**src/rtl/core/ellc_pkg.sv**
```systemverilog
// Package with the constants, types and arctangent table of the ellipsoid conversion.
`timescale 1ns / 1ps
package ellc_pkg;

  localparam int unsigned CordicStagesDef  = 20;
  localparam int unsigned AngleFracBitsDef = 16;
  localparam int unsigned LatWidth   = 24;
  localparam int unsigned LonWidth   = 26;
  localparam int unsigned RadWidth   = 24;
  localparam int unsigned OutWidth   = 25;
  localparam int unsigned CfgIdxWidth = 1;

  // Configuration register indexes.
  localparam logic [CfgIdxWidth-1:0] RegEquatorial = 1'b0;
  localparam logic [CfgIdxWidth-1:0] RegPolar      = 1'b1;

  localparam logic [RadWidth-1:0] EquatorialReset = 24'd6378100;
  localparam logic [RadWidth-1:0] PolarReset      = 24'd6356800;

  // CORDIC datapath width: Q30 values, guard bits for growth.
  localparam int unsigned CW = 34;
  localparam logic signed [CW-1:0] CordicStart = 34'sh026DD3B6A;
  localparam logic signed [CW-1:0] OneQ30      = 34'sh040000000;
  localparam longint RadiusMax = 64'd16777215;

  // Degree to radian factor: ((pi * 2^40) + 90) / 180.
  localparam int unsigned DegToRadWidth = 35;
  localparam logic [DegToRadWidth-1:0] DegToRad = 35'd19190098069;

  // Arctangent of 2^-i in Q30, rounded.
  function automatic logic signed [CW-1:0] atan_q30(input logic [4:0] idx);
    logic signed [CW-1:0] r;
    case (idx)
      5'd0:  r = 34'sd843314857;
      5'd1:  r = 34'sd497837829;
      5'd2:  r = 34'sd263043837;
      5'd3:  r = 34'sd133525159;
      5'd4:  r = 34'sd67021687;
      5'd5:  r = 34'sd33543516;
      5'd6:  r = 34'sd16775851;
      5'd7:  r = 34'sd8388437;
      5'd8:  r = 34'sd4194283;
      5'd9:  r = 34'sd2097149;
      5'd10: r = 34'sd1048576;
      5'd11: r = 34'sd524288;
      5'd12: r = 34'sd262144;
      5'd13: r = 34'sd131072;
      5'd14: r = 34'sd65536;
      5'd15: r = 34'sd32768;
      5'd16: r = 34'sd16384;
      5'd17: r = 34'sd8192;
      5'd18: r = 34'sd4096;
      5'd19: r = 34'sd2048;
      5'd20: r = 34'sd1024;
      5'd21: r = 34'sd512;
      5'd22: r = 34'sd256;
      5'd23: r = 34'sd128;
      5'd24: r = 34'sd64;
      5'd25: r = 34'sd32;
      5'd26: r = 34'sd16;
      5'd27: r = 34'sd8;
      5'd28: r = 34'sd4;
      5'd29: r = 34'sd2;
      5'd30: r = 34'sd1;
      5'd31: r = 34'sd1;
      default: r = 34'sd0;
    endcase
    return r;
  endfunction

  // One angle on its way through the CORDIC.
  typedef struct packed {
    logic signed [CW-1:0] x;
    logic signed [CW-1:0] y;
    logic signed [CW-1:0] z;
    logic                 cos_neg;
  } cordic_t;

endpackage

```
**src/rtl/core/ellc_prep.sv**
```systemverilog
// Angle reduction, folding and conversion to Q30 radians, three register stages.
`timescale 1ns / 1ps
module ellc_prep #(
  parameter int unsigned AngleFracBits = ellc_pkg::AngleFracBitsDef,
  parameter int unsigned InWidth = 26
) (
  input  logic                       clk_i,
  input  logic                       en_i,
  input  logic signed [InWidth-1:0]  angle_i,
  output ellc_pkg::cordic_t          angle_o
);
  import ellc_pkg::*;

  // Wide enough for the input and for one full turn at any fraction width.
  localparam int unsigned AW =
    ((InWidth > AngleFracBits + 9) ? InWidth : AngleFracBits + 9) + 2;
  localparam logic signed [AW-1:0] Turn    = AW'(360) <<< AngleFracBits;
  localparam logic signed [AW-1:0] Half    = AW'(180) <<< AngleFracBits;
  localparam logic signed [AW-1:0] Quarter = AW'(90) <<< AngleFracBits;
  localparam int unsigned Sh = 10 + AngleFracBits;
  localparam int unsigned PW = AW + DegToRadWidth;

  logic signed [AW-1:0] a_ext, r_w, f_w;
  logic signed [AW-1:0] r_q;
  logic                 neg_w, cneg_w;
  logic        [AW-1:0] mag_d, mag_q;
  logic                 neg_q, cneg_q, cneg2_q, cos_neg_q;
  logic        [PW-1:0] prod_d;
  logic        [PW-1:0] prod_q;
  logic signed [CW-1:0] z_w;

  // Reduce to [-180, 180) by a bounded number of turn steps.
  always_comb begin
    a_ext = AW'(angle_i);
    r_w = a_ext;
    for (int k = 0; k < 2; k++) begin
      if (r_w >= Half) r_w = r_w - Turn;
      else if (r_w < -Half) r_w = r_w + Turn;
    end
  end

  always_ff @(posedge clk_i) begin
    if (en_i) r_q <= r_w;
  end

  // Fold into the right half plane and take the magnitude.
  always_comb begin
    f_w = r_q;
    cneg_w = 1'b0;
    if (r_q > Quarter) begin
      f_w = Half - r_q;
      cneg_w = 1'b1;
    end else if (r_q < -Quarter) begin
      f_w = -Half - r_q;
      cneg_w = 1'b1;
    end
    neg_w = f_w < 0;
    mag_d = neg_w ? AW'(-f_w) : AW'(f_w);
  end

  always_ff @(posedge clk_i) begin
    if (en_i) begin
      mag_q  <= mag_d;
      neg_q  <= neg_w;
      cneg_q <= cneg_w;
    end
  end

  assign prod_d = PW'(mag_q) * PW'(DegToRad) + (PW'(1) << (Sh - 1));

  always_ff @(posedge clk_i) begin
    if (en_i) begin
      prod_q    <= prod_d;
      cos_neg_q <= cneg_q;
      cneg2_q   <= neg_q;
    end
  end

  assign z_w = CW'(prod_q >> Sh);

  always_comb begin
    angle_o.x = CordicStart;
    angle_o.y = '0;
    angle_o.z = cneg2_q ? -z_w : z_w;
    angle_o.cos_neg = cos_neg_q;
  end

endmodule

```
**config.mk**
```make
export PLATFORM = sky130hd
export DESIGN_NAME = ellc_prep
export DESIGN_NICKNAME = d
export VERILOG_FILES = /design/src/rtl/core/ellc_pkg.sv /design/src/rtl/core/ellc_prep.sv
export SDC_FILE = /design/constraint.sdc
export NUM_CORES = 1
export LEC_CHECK = 0
export CAP_MARGIN = 20
export CORE_UTILIZATION = 58
export CTS_CLUSTER_SIZE = 28
export DETAILED_ROUTE_END_ITERATION = 12
export DONT_BUFFER_PORTS = 1
export PLACE_DENSITY = 0.81
export SKIP_LAST_GASP = 1
export SYNTH_ARGS = -nofsm -noshare
export SYNTH_HDL_FRONTEND = slang
export SYNTH_SLANG_ARGS = --single-unit
```
**constraint.sdc**
```tcl
create_clock -name clk_i -period 6.6 [get_ports clk_i]
set_clock_uncertainty 0.05 [all_clocks]
set_input_delay 1.32 -clock clk_i [delete_from_list [all_inputs] [get_ports clk_i]]
set_output_delay 1.32 -clock clk_i [all_outputs]
set_load 0.01 [all_outputs]
```
==> out/summary.txt <==
====================================================================================================
Netlist Area Pre-Place                                                                    0.0217 mm²
Cell with the largest stage delay on the worst path                                             fa_1
Setup crit start kind                                                                           flop
Synthesized-area fraction occupied by ao, oa, aoi and oai cells                               0.0821
Initial cell density of the core                                                               0.592
Worst path cell trace                                                                   inv_2, fa_1, inv_2, ha_1, fa_1, inv_1, fa_1, inv_1, fa_1, fa_1, fa_1, ha_4, ha_4, inv_1, a311o_1, o21bai_4, o211a_4, o211a_1, o21a_4, o211ai_1, a21oi_1, xnor2_1
Cell types occupying the most area after synthesis                                      fa_1 33%, ha_1 22%, edfxtp_1 13%, inv_1 9.2%, xnor2_1 3.1%
Min Clock Period, post-route                                                                 6.69 ns
Total Negative Setup Slacks                                                                -0.394 ns
Most common flop cell mapped by yosys                                                       edfxtp_1
Unrepaired setup endpoints after global routing                                                  yes
Class of the worst hold path                                                            flop to flop
Average wire length per cell after detail routing                                            20.4 µm
Fill cell count                                                                                 2620
GRT Overall Usage                                                                              0.306
Final number of setup-violating endpoints                                                          8
Global-route congestion overflow total                                                             0
Count of unresolved DRC violations after routing                                                   0
Sinks on Clock Net                                                                                94
CP Max Fanout                                                                                      4
Delay of the slowest cell on the worst path                                                  0.61 ns
Hold_ws                                                                                     0.380 ns
Share of flip-flops with an asynchronous set or reset after synthesis                              0
Flip-flop and latch count after synthesis                                                         94
Final instance count without filler cells                                                       2866
Final worst path period share                                                                   1.01
Number of unique standard cell types used by synthesis                                            83
Cts hold-fix bufs                                                                                  0
Maximum number of pins on one net before global-route repair                                      95
Maximum clock rate                                                                           150 MHz
Number of cells produced by synthesis                                                           2141
Post-detailed-placement cell area                                                         0.0237 mm²
Number of top-level pins                                                                         131
Number of synthesized flops with an enable pin                                                    94
Via density per instance                                                                        5.53
Synthesized-area fraction occupied by and/or/nand/nor cells                                   0.0711
Post-synth top area share                                                                      0.327
Share of the yosys chip area belonging to registers                                            0.130
Status                                                                                  finished, violations left
Area occupied by registers                                                               0.00282 mm²
First-pass iteration count of the detailed router                                                  5
Clock-pin slew reported for the worst setup and hold paths after clock tree synthesis        0.08 ns
Later-pin clock latency in the skew report                                                   0.39 ns
Count of synthesis-stage warnings from yosys                                                       0
Placement row count                                                                               70
Final design area excluding fillers                                                       0.0255 mm²
Sort of element at the end of the critical path                                                 flop
Slack of the critical path                                                                -0.0867 ns
Max-capacitance violation count                                                                    0
GPL Wtd Cong                                                                                   0.997
Clock tree buffer depth                                                                            2
Violations in the final reports                                                         setup timing
Slew margin rel.                                                                               0.416
Area Growth Syn to Fin                                                                         17.2%
Number of H-tree branching levels                                                                  3
Wire length of the first global-routing pass                                                 88.6 mm
Cell occurring most often along the worst timing path                                           fa_1
ANT cells                                                                                          0
Combinational family with the most area after synthesis                                  adder cells
Die W                                                                                         196 µm
Vias in the first global route                                                                 16.6k
Share of cells above drive strength 1                                                          0.209
Post-Place Cells                                                                                2808
Vertical extent of the die                                                                    196 µm
Least-Margin Pin Slew                                                                       0.869 ns
Initial DRC Count                                                                                785
Adder-cell share of the synthesized area                                                       0.544
Estimated wirelength of the detail-placed design                                             49.4 mm
Highest-count cells in the layout ignoring fill and taps                                514 x inv_1, 319 x fa_1, 319 x ha_1
Vias after detailed routing                                                                    15.8k
Inserted Clock Buffers                                                                             9
Clock tree root driver cell                                                                clkbuf_16
Total wirelength of the detailed-routed design                                               58.4 mm
Worst Path Required                                                                          6.67 ns
Most frequent standard cell in the layout excluding fill and tap cells                         inv_1
PortBufs                                                                                           0
Count of nets after finishing                                                                   3152
Number of hold violations in the final report                                                      0
Floorplan die area                                                                        0.0382 mm²
Max Slew Vio Count                                                                                 0
Placeable core region                                                                     0.0367 mm²
Initial antenna violation count                                                                    0
Cell taking the most area after synthesis                                                       fa_1
Signal arrival time at the worst endpoint                                                    6.76 ns
Mux cell area share after synthesis                                                          0.00230
Critical setup path kind                                                                flop to flop
Average instance area after synthesis                                                       10.1 µm²
Share of the synthesized netlist area taken by xor and xnor gates                             0.0472
Area taken by multi-input logic gates                                                     0.0176 mm²
Count of nets left with antenna violations after detail routing                                    0
CTS tree                                                                                         yes
====================================================================================================
## what timing repair did
| item | in CTS | in global routing |
|---|---|---|
| gates resized for setup | 67 | 139 |
| pin swaps | 47 | 99 |
| setup buffers | 20 | 22 |
| gates cloned | 0 | 0 |
| setup endpoints to repair | 26 | 29 |
## critical path: cells and delay by family, from the launching register on
family / cells / cell delay [ns]
DFF: 1 / 0.41
xor gates and xnor gates: 1 / 0.14
buffers and inverters: 5 / 0.32
adders and majority gates: 9 / 3.99
AOI/OAI and AO/OA: 7 / 1.50
## layout make-up
class	count	share of cell area
well taps	468	0.0230
inverters	536	0.0793
multi-input cells	1477	0.691
flip-flops and latches	94	0.111
clock buffers	9	0.00885
clock inverters	7	0.00285
repair buffers	275	0.0837
## cell usage after synthesis (13+ instances only)
master,count
inv_1,534
clkbuf_1,19
nand4_1,18
fa_1,355
o21ai_0,51
nor2_1,53
nor3_1,27
a31oi_1,13
edfxtp_1,94
a21oi_1,66
ha_1,376
and3_1,14
or3_1,14
xor2_1,39
a21o_1,24
xnor2_1,78
o31ai_1,13
nand2_1,74
buf_4,70
nand3_1,22
## state kept, by name, summed over array words and instances, names as in the netlist
signal	cells
prod_q	34
mag_q	28
r_q	28
cneg2_q	1
cneg_q	1
cos_neg_q	1
neg_q	1
## metal layers
metal,GRT usage,up-vias,wire [µm],part of all wire
met1,0.397,7873,23900,0.41
met3,0.0497,104,3820,0.065
met4,0.0957,0,2020,0.035
met2,0.524,590,28600,0.49
li1,-,7281,-,-
met5,0,-,0,0
## final timing paths
kind	slack, ns	endpoint	from	cells past startpoint
worst max register to register	-0.09	prod_q[57]	mag_q[1]	22
worst min register to register	0.38	cos_neg_q	cneg_q	0
worst min-delay path	0.38	cos_neg_q	cneg_q	0
worst max-delay path	-0.09	prod_q[57]	mag_q[1]	22
## logic make-up (layout without fill, tap and decap cells)
family          after synthesis  in the layout
mux                           5              5
flops                        94             94
fa+ha+maj                   731            731
simple gates                292            292
buf+inv                     637            827
other cells                   2             69
xor+xnor                    117            117
compound gates              263            263
## per-stage QoR
step	util	setup slack [ns]
floorplan	-	-0.0463
global route	0.694	-0.297
global placement	0.646	-0.237
finish	0.694	-0.0867
detailed placement	0.646	-0.430
CTS	0.669	-0.215
Power is not shown: default switching activity piles up to over one toggle a cycle in this logic, so the estimate is an artifact.
